File: src/rtl/sbda_pkg.sv
// Shared types and constants for the signed binary to decimal ASCII converter.
// No dependencies; imported by sbda_dabble and the top level.
package sbda_pkg;

	typedef logic [3:0] bcd_digit_t;

	localparam int DEF_VALUE_BITS = 32;

	localparam bcd_digit_t DIGIT_ZERO = 4'd0;
	localparam bcd_digit_t DIGIT_NINE = 4'd9;
	localparam bcd_digit_t DIGIT_FIVE = 4'd5;
	localparam bcd_digit_t DIGIT_ADJ  = 4'd3;

	localparam logic [3:0] ASCII_DIGIT_HI = 4'h3;
	localparam logic [7:0] CHAR_MINUS     = 8'd45;

endpackage

File: src/rtl/sbda_dabble.sv
// Shift-and-adjust step of the binary to BCD conversion (double dabble).
// Depends on sbda_pkg for the BCD digit type and constants.
module sbda_dabble
	import sbda_pkg::*;
#(
	parameter int NDIG = 10
) (
	input  bcd_digit_t [NDIG-1:0] bcd_in,
	input  logic                  bit_in,
	output bcd_digit_t [NDIG-1:0] bcd_out
);

	bcd_digit_t [NDIG-1:0] adj;

	// Every digit of five or more gets three added so that the shift carries
	// it correctly into the next decimal place.
	always_comb begin
		for (int i = 0; i < NDIG; i++) begin
			if (bcd_in[i] >= DIGIT_FIVE) begin
				adj[i] = bcd_in[i] + DIGIT_ADJ;
			end else begin
				adj[i] = bcd_in[i];
			end
		end
	end

	// Shift the adjusted digits up by one bit and bring in the next input bit.
	// The bit shifted out of the top digit is always zero for a magnitude that
	// fits in NDIG digits.
	assign bcd_out = {adj[NDIG-1][2:0], adj[NDIG-2:0], bit_in};

endmodule

File: src/rtl/signed_binary_to_decimal_ascii.sv
// Signed binary to decimal ASCII converter, top level.
// Depends on sbda_pkg and sbda_dabble.
//
// Usage: one signed two's-complement value is taken on the input channel
// (in_valid / in_stall, payload value). The block emits its decimal text on
// the output channel (out_valid / out_stall, payload text_char, last_char),
// one ASCII character per item, most significant first: a minus sign for
// negative values, then the digits without leading zeros. Zero gives "0".
// last_char marks the final character of each number.
//
// Timing: in_stall is high from the cycle after an accept until the last
// character has been handed to the output register. The magnitude is turned
// into BCD by one shared shift-and-adjust step per input bit, then leading
// zero digits are dropped one at a time until the first digit to keep is
// found, and the characters follow. NDIG is the BCD digit count (10 at 32).
// The output register holds its character while out_stall is high, and the
// sequencer waits for it; the next value may be accepted while the final
// character still waits. Reset clears the sequencer and the output valid.
module signed_binary_to_decimal_ascii
	import sbda_pkg::*;
#(
	parameter int VALUE_BITS = DEF_VALUE_BITS
) (
	input  logic                         clk,
	input  logic                         arst_n,
	input  logic                         in_valid,
	output logic                         in_stall,
	input  logic signed [VALUE_BITS-1:0] value,
	output logic                         out_valid,
	input  logic                         out_stall,
	output logic [7:0]                   text_char,
	output logic                         last_char
);

	// Enough decimal digits for a magnitude of up to 2^(VALUE_BITS-1).
	localparam int NDIG = (VALUE_BITS * 30103) / 100000 + 1;
	localparam int BW   = $clog2(VALUE_BITS + 1);
	localparam int DW   = $clog2(NDIG + 1);

	localparam logic [2:0] ST_IDLE = 3'd0;
	localparam logic [2:0] ST_CONV = 3'd1;
	localparam logic [2:0] ST_SKIP = 3'd2;
	localparam logic [2:0] ST_SIGN = 3'd3;
	localparam logic [2:0] ST_EMIT = 3'd4;

	logic [2:0]            state_q;
	logic [VALUE_BITS-1:0] mag_q;
	bcd_digit_t [NDIG-1:0] bcd_q;
	bcd_digit_t [NDIG-1:0] bcd_next;
	logic                  neg_q;
	logic [BW-1:0]         bit_cnt_q;
	logic [DW-1:0]         dig_cnt_q;
	logic                  out_valid_q;
	logic [7:0]            char_q;
	logic                  last_q;

	logic                  in_accept;
	logic                  out_free;
	logic                  skip_more;
	logic                  last_dig;

	assign in_stall  = (state_q != ST_IDLE);
	assign in_accept = in_valid && !in_stall;
	// The output register can take a new character when empty or being read.
	assign out_free  = !out_valid_q || !out_stall;
	assign skip_more = (bcd_q[NDIG-1] == DIGIT_ZERO) && (dig_cnt_q != DW'(1));
	assign last_dig  = (dig_cnt_q == DW'(1));

	sbda_dabble #(
		.NDIG(NDIG)
	) u_dabble (
		.bcd_in (bcd_q),
		.bit_in (mag_q[VALUE_BITS-1]),
		.bcd_out(bcd_next)
	);

	// Sequencer and working registers.
	always_ff @(posedge clk or negedge arst_n) begin
		if (!arst_n) begin
			state_q <= ST_IDLE;
		end else begin
			case (state_q)
				ST_IDLE: begin
					if (in_accept) begin
						state_q <= ST_CONV;
					end
				end
				ST_CONV: begin
					if (bit_cnt_q == BW'(1)) begin
						state_q <= ST_SKIP;
					end
				end
				ST_SKIP: begin
					if (!skip_more) begin
						state_q <= neg_q ? ST_SIGN : ST_EMIT;
					end
				end
				ST_SIGN: begin
					if (out_free) begin
						state_q <= ST_EMIT;
					end
				end
				ST_EMIT: begin
					if (out_free && last_dig) begin
						state_q <= ST_IDLE;
					end
				end
				default: begin
					state_q <= ST_IDLE;
				end
			endcase
		end
	end

	always_ff @(posedge clk) begin
		case (state_q)
			ST_IDLE: begin
				if (in_accept) begin
					// Negating the most negative value yields its exact unsigned
					// magnitude in VALUE_BITS bits.
					mag_q     <= value[VALUE_BITS-1] ? (~value + 1'b1) : value;
					neg_q     <= value[VALUE_BITS-1];
					bcd_q     <= '0;
					bit_cnt_q <= BW'(VALUE_BITS);
				end
			end
			ST_CONV: begin
				bcd_q     <= bcd_next;
				mag_q     <= mag_q << 1;
				bit_cnt_q <= bit_cnt_q - BW'(1);
				dig_cnt_q <= DW'(NDIG);
			end
			ST_SKIP: begin
				if (skip_more) begin
					bcd_q     <= {bcd_q[NDIG-2:0], DIGIT_ZERO};
					dig_cnt_q <= dig_cnt_q - DW'(1);
				end
			end
			ST_EMIT: begin
				if (out_free) begin
					bcd_q     <= {bcd_q[NDIG-2:0], DIGIT_ZERO};
					dig_cnt_q <= dig_cnt_q - DW'(1);
				end
			end
			default: begin
			end
		endcase
	end

	// Output register.
	always_ff @(posedge clk or negedge arst_n) begin
		if (!arst_n) begin
			out_valid_q <= 1'b0;
		end else if (out_free) begin
			out_valid_q <= (state_q == ST_SIGN) || (state_q == ST_EMIT);
		end
	end

	always_ff @(posedge clk) begin
		if (out_free) begin
			if (state_q == ST_SIGN) begin
				char_q <= CHAR_MINUS;
				last_q <= 1'b0;
			end else if (state_q == ST_EMIT) begin
				char_q <= {ASCII_DIGIT_HI, bcd_q[NDIG-1]};
				last_q <= last_dig;
			end
		end
	end

	assign out_valid = out_valid_q;
	assign text_char = char_q;
	assign last_char = last_q;

`ifndef SYNTHESIS
	// Emission always has at least one digit left to send.
	a_emit_count: assert property (@(posedge clk) disable iff (!arst_n)
		(state_q == ST_EMIT) |-> (dig_cnt_q != '0))
		else $error("emit state with no digits left");

	// Leading-zero removal stops at a nonzero digit or at the last digit.
	a_skip_done: assert property (@(posedge clk) disable iff (!arst_n)
		(state_q == ST_SKIP && !skip_more) |=>
		(bcd_q[NDIG-1] != DIGIT_ZERO || dig_cnt_q == DW'(1)))
		else $error("leading zero left in front of the number");

	// The conversion only ever leaves valid decimal digits.
	a_bcd_digit: assert property (@(posedge clk) disable iff (!arst_n)
		(state_q == ST_EMIT) |-> (bcd_q[NDIG-1] <= DIGIT_NINE))
		else $error("digit out of decimal range");
`endif

endmodule
File: config.mk
export PLATFORM = sky130hd
export DESIGN_NAME = signed_binary_to_decimal_ascii
export DESIGN_NICKNAME = d
export VERILOG_FILES = /design/src/rtl/sbda_pkg.sv /design/src/rtl/sbda_dabble.sv /design/src/rtl/signed_binary_to_decimal_ascii.sv
export SDC_FILE = /design/constraint.sdc
export NUM_CORES = 1
export LEC_CHECK = 0
export ABC_AREA = 0
export ABC_CLOCK_PERIOD_IN_PS = 4500
export BUFFER_PORTS_ARGS = -buffer_cell sky130_fd_sc_hd__buf_2
export CAP_MARGIN = 5
export CORE_ASPECT_RATIO = 1.25
export CORE_UTILIZATION = 30
export DETAILED_ROUTE_END_ITERATION = 6
export PLACE_DENSITY = 0.49
export SETUP_SLACK_MARGIN = 0.2
export SLEW_MARGIN = 20
export SYNTH_ARGS = -nofsm -noshare
export SYNTH_HDL_FRONTEND = slang
export SYNTH_SLANG_ARGS = --single-unit
File: constraint.sdc
create_clock -name clk -period 4.5 [get_ports clk]
set_input_delay 1.125 -clock clk [delete_from_list [all_inputs] [get_ports clk]]
set_output_delay 1.125 -clock clk [all_outputs]
set_load 0.1 [all_outputs]
**Word level (Yosys, flattened, before mapping)**

Index checks and enable logic that the tools add are counted.

- Add/sub/neg operators: 13
- $lt $le $gt $ge: 10
- Eq/ne operators: 14
- Mux-type cells: 31
- Bitwise operators: 1
- Reduce and logical (&&, ||, !) cells: 21

Operators by type and width:

| kind | number |
|---|---|
| case mux 40 bit (4 select lines) | 1 |
| two-way mux 40 bit | 3 |
| two-way mux 32 bit | 2 |
| case mux 32 bit (2 select lines) | 1 |
| two-way mux 4 bit | 11 |
| >= comparator 4 x 3 -> 1 bit, second input constant | 10 |
| adder 4 x 2 -> 4 bit, second input constant | 9 |
| adder 32 x 1 -> 32 bit, second input constant | 1 |
| inverter 32 bit | 1 |
| two-way mux 3 bit | 7 |
| case mux 3 bit (5 select lines) | 1 |
| inequality test 2 bit, second input constant | 7 |
| case mux 4 bit (3 select lines) | 1 |
| case mux 6 bit (2 select lines) | 1 |
| equality test 3 x 2 -> 1 bit, second input constant | 2 |
| equality test 6 x 1 -> 1 bit, second input constant | 1 |
| two-way mux 6 bit | 1 |
| AND reduction 2 bit | 3 |
| nonzero test 3 bit | 2 |
| subtractor 6 x 1 -> 6 bit, second input constant | 1 |
| two-way mux 5 bit | 1 |
| AND reduction 5 bit | 1 |
| equality test 4 x 1 -> 1 bit, second input constant | 1 |
| zero test 4 bit | 1 |
| 14 further kinds | 20 |

- Register bits after elaboration: 93
- Output and inout port bits: 11
- Logic and storage cells: 108

**Logic depth before layout (Yosys ltp)**

- Depth in word-level cells: 5
- Gate-level depth with buffers: 9
- Depth with buffers taken out: 7

**Hierarchy**

Synthesis repeated with hierarchy kept, for this count alone.

- Cell total of the unflattened synthesis: 555
- Area, all modules: 5665.4 sq um

Modules (own cells, without submodules):

| module | times used | cells each | area an instance (sq um) |
|---|---|---|---|
| signed_binary_to_decimal_ascii | 1 | 398 | 4664.5 |
| sbda_dabble | 1 | 157 | 1001.0 |

**Worst setup path after synthesis**

No wires, ideal clock.

- Path type: input port to flip-flop
- Start point: input in_valid
- End point: register bcd_q[0] (netlist name), enable pin
- Library setup time: 396 ps
- Data arrival time: 4779 ps
- Slack: -675 ps
- Cell stages on the path: 3
- Buffers on the path: 0
- Cells stage by stage: nor2_1 -> nor3_1 -> a21o_1

- Cells in the longest elaborated chain, start to end: 3

RTL lines:

| what | line | RTL |
|---|---|---|
| from (decl) | signed_binary_to_decimal_ascii.sv:26 | `input logic in_valid,` |
| logical AND 1 bit | signed_binary_to_decimal_ascii.sv:63 | `assign in_accept = in_valid && !in_stall;` |
| inequality test 2 bit (no source line) | - |  |
| AND reduction 4 bit (no source line) | - |  |
| to (signal assigned) | signed_binary_to_decimal_ascii.sv:128 | `bcd_q <= bcd_next;` |
| to (signal assigned) | signed_binary_to_decimal_ascii.sv:135 | `bcd_q <= {bcd_q[NDIG-2:0], DIGIT_ZERO};` |
| to (signal assigned) | signed_binary_to_decimal_ascii.sv:141 | `bcd_q <= {bcd_q[NDIG-2:0], DIGIT_ZERO};` |
| to (decl) | signed_binary_to_decimal_ascii.sv:48 | `bcd_digit_t [NDIG-1:0] bcd_q;` |

Every way passes these cells.
A chain may end at the register's enable or synchronous reset.

**Final worst setup path**

- Start point: input value[0]
- End point: register mag_q[22] (data pin)

- Cells in the longest elaborated chain, start to end: 5

RTL lines:

| what | line | RTL |
|---|---|---|
| from (decl) | signed_binary_to_decimal_ascii.sv:28 | `input logic signed [VALUE_BITS-1:0] value,` |
| inverter 32 bit | signed_binary_to_decimal_ascii.sv:121 | `mag_q <= value[VALUE_BITS-1] ? (~value + 1'b1) : value;` |
| adder 32 x 1 -> 32 bit | signed_binary_to_decimal_ascii.sv:121 |  |
| two-way mux 32 bit | signed_binary_to_decimal_ascii.sv:121 |  |
| two-way mux 32 bit | signed_binary_to_decimal_ascii.sv:118 | `if (in_accept) begin` |
| case mux 32 bit (2 select lines) | signed_binary_to_decimal_ascii.sv:116 | `case (state_q)` |
| to (signal assigned) | signed_binary_to_decimal_ascii.sv:121 |  |
| to (signal assigned) | signed_binary_to_decimal_ascii.sv:129 | `mag_q <= mag_q << 1;` |
| to (decl) | signed_binary_to_decimal_ascii.sv:47 | `logic [VALUE_BITS-1:0] mag_q;` |

Every way passes these cells. The select of a mux whose other input is x is not followed.

==> summary.txt <==
CTS root buf -> sky130_fd_sc_hd__clkbuf_16
Met1 layer usage reported by global route -> 14.26%
Fin. max-slew vios -> 0
Total wire length -> 10.86 mm
Total of warnings raised by yosys -> 0
DP Wirelength -> 7.608 mm
DRC -> 0
Min-delay worst type -> reg -> reg
Worst slew margin relative to its limit -> 35.01%
Fill cell count -> 1850
Final Cycle Share -> 67.88%
Insertion delay to the later sink of the worst-skew pair -> 0.35 ns
Clock Sink Count -> 93
Floorplan die width -> 124.4 um
Post-synth ARST share -> 4.301%
Number of nets in the final layout -> 657
Antenna violations before repair -> 0
Sort of element at the end of the critical path -> flip-flop
Portion of synthesized cell area occupied by the leading cell type -> 47.56%
Layout cell share with drive strength beyond 1 -> 12.83%
First-pass detailed-route iteration total -> 4
Slew at the pin with the worst max-slew slack -> 0.9696 ns
Leak -> 2.421 nW
Top cell type by total area after synthesis -> sky130_fd_sc_hd__edfxtp_1
Diode count -> 0
Flop2flop setup slack -> 2.08 ns
Placed cells -> 812
Final clock skew -> 0.01173 ns
Time the final worst path needs with I/O delays and setup -> 3.055 ns
Area contributors post-synth -> sky130_fd_sc_hd__edfxtp_1, sky130_fd_sc_hd__ha_1, sky130_fd_sc_hd__o21ai_0, sky130_fd_sc_hd__xor2_1, sky130_fd_sc_hd__nand2_1
Chip Height -> 155.0 um
Via/cell ratio -> 5.017
Total of hold buffers inserted after clock tree synthesis -> 0
Library cell with the highest instance count after synthesis -> sky130_fd_sc_hd__edfxtp_1
Switching power summed over all nets -> 2.115 mW
Commonest cells in the synthesized netlist -> sky130_fd_sc_hd__edfxtp_1, sky130_fd_sc_hd__nand2_1, sky130_fd_sc_hd__o21ai_0, sky130_fd_sc_hd__a21oi_1, sky130_fd_sc_hd__xor2_1
Final weighted congestion of routability-driven global placement -> 0.7644
Largest net degree at the start of global routing -> 41
Worst setup SP type -> input pin
Arrival time reported for the critical path endpoint -> 3.15 ns
GRT met2 Usage -> 20.92%
Maximum fanout count along the critical path -> 7
Run status -> complete, no violations
Number of distinct library cells after synthesis -> 48
Number of buffer cells added on primary ports -> 43
Setup violations, final -> 0
Worst voltage drop across the vdd grid -> 359.7 uV
Die Footprint -> 19290 um2
CTS clock-pin slew for the worst setup and hold paths -> 0.07 ns
Placeable core area -> 18240 um2
Reg power frac -> 40.5%
# resized after CTS -> 0
Final cell count without fillers -> 828
Synthesis-stage register bit count -> 93
Final global-route overflow total -> 0
Netlist area before placement -> 5619 um2
Number of flops mapped to enable cells by yosys -> 89
Initial DRC Count -> 218
Logic pwr share -> 43.5%
Register area share after synthesis -> 49.34%
GR Util met3 -> 2.407%
DR WL/cell -> 13.12 um
CTS tree -> yes
Via count of the first global-routing pass -> 4117
Busiest metal layer after global routing -> met2
Wire length of the first global-routing pass -> 19.06 mm
Combined global-route utilization of all metal layers -> 11.92%
Average cell area after synthesis -> 9.998 um2
Number of H-tree levels -> 3
Final hold violation count -> 0
PD cells -> 791.0 nW/um2
Number of max-capacitance violations reported -> 0
Maximum operating frequency -> 327.4 MHz
Post-CTS Setup Repair Bufs -> 0
Inserted Clock Buffers -> 9
Switching Share -> 41.88%
Setup total negative slack -> 0 ns
Number of standard cells after synthesis -> 562
Worst Setup Slack, final -> 1.445 ns
CP Data Required Time -> 4.59 ns
Routed vias -> 4154
Crit Path Class -> in -> reg
Effective utilization at floorplan -> 30.81%
Max clock buf depth -> 2
Dominant synthesized flop cell -> sky130_fd_sc_hd__edfxtp_1
Clock network power share -> 16.0%
Internal Dissipation -> 2.935 mW
Setup repair after global routing missed its margin -> no
Layout overhead on the synthesized area -> 13.60%
Count of standard-cell rows -> 55
Antenna viol nets, final -> 0
Post-Place Setup Slack -> 1.064 ns
Number of top-level design ports -> 47
## cell usage in the layout (no fill, tap or decap), types with 7 or more instances in the layout
cell                        instances
sky130_fd_sc_hd__a21oi_1           44
sky130_fd_sc_hd__nand2_1           66
sky130_fd_sc_hd__nor2_1            32
sky130_fd_sc_hd__nand2b_1          16
sky130_fd_sc_hd__ha_1              26
sky130_fd_sc_hd__o31ai_1           18
sky130_fd_sc_hd__xnor2_1           15
sky130_fd_sc_hd__clkbuf_16          9
sky130_fd_sc_hd__xor2_1            33
sky130_fd_sc_hd__buf_2             43
sky130_fd_sc_hd__o21ai_0           63
sky130_fd_sc_hd__buf_4              7
sky130_fd_sc_hd__edfxtp_1          89
sky130_fd_sc_hd__nor3b_1           14
sky130_fd_sc_hd__inv_1             30
## worst paths after layout
check / startpoint / endpoint / cells past startpoint
setup / recovery: value[0] / mag_q[22] / 8
hold / removal: mag_q[31] / bcd_q[0] / 1
setup reg to reg: state_q[0] / mag_q[2] / 4
hold reg to reg: mag_q[31] / bcd_q[0] / 1
max in group asynchronous: arst_n / state_q[0] / 1
min in group asynchronous: arst_n / state_q[1] / 1
## kinds of logic after synthesis
family,share of synthesized area (%)
compound gates,17.46
simple gates,15.10
flops,49.34
buf+inv,4.342
xor+xnor,7.482
other cells,0.1337
mux,0.3563
fa+ha+maj,5.789
## final cells by class
class | instances | area [um2] | share of cell area (%)
sequential | 93 | 2773 | 43.43
multi-input combinational | 411 | 2629 | 41.18
inverter | 30 | 112.6 | 1.764
timing repair buffer | 50 | 267.8 | 4.194
tap | 228 | 285.3 | 4.469
clock inverter | 7 | 91.34 | 1.431
clock buffer | 9 | 225.2 | 3.528
## sequential cells by signal (all words and copies together) (netlist names)
register	count
state_q	3
bcd_q	40
dig_cnt_q	4
text_char	5
mag_q	32
last_char	1
bit_cnt_q	6
neg_q	1
out_valid	1
## power groups by stage
stage | clock network [mW] | logic (mW) | registers, mW
after detailed placement | 0 | 2.25 | 2.06
after floorplan | 0 | 1.64 | 2.07
final | 0.806 | 2.20 | 2.05
after CTS | 0.836 | 2.26 | 2.05
after global routing | 0.864 | 2.54 | 2.11
after global placement | 0 | 2.20 | 2.06
## critical path, cell delays in order
cell	delay [ns]
sky130_fd_sc_hd__buf_2	0.11
sky130_fd_sc_hd__inv_1	0.07
sky130_fd_sc_hd__ha_1	0.15
sky130_fd_sc_hd__or3b_1	0.47
sky130_fd_sc_hd__or4_4	0.63
sky130_fd_sc_hd__o41ai_4	0.32
sky130_fd_sc_hd__xor2_1	0.18
sky130_fd_sc_hd__a21oi_1	0.08
## per-stage QoR
step | hold WS, ns | util, % | power, mW | instance area (um2)
after floorplan | 0.4963 | - | 3.708 | 5628
after global placement | 0.5054 | 33.27 | 4.254 | 6067
after detailed placement | 0.5161 | 33.27 | 4.314 | 6067
after CTS | 0.5369 | 35.01 | 5.141 | 6384
after global routing | 0.5418 | 35.01 | 5.516 | 6384
final | 0.5336 | 35.01 | 5.049 | 6384
## metal layers
metal	routed length, um	vias up
met5	0	-
met2	5485	50
met4	146	0
li1	-	2088
met3	274	9
met1	4957	2007
Note: power is estimated with default switching activity, not from simulation.
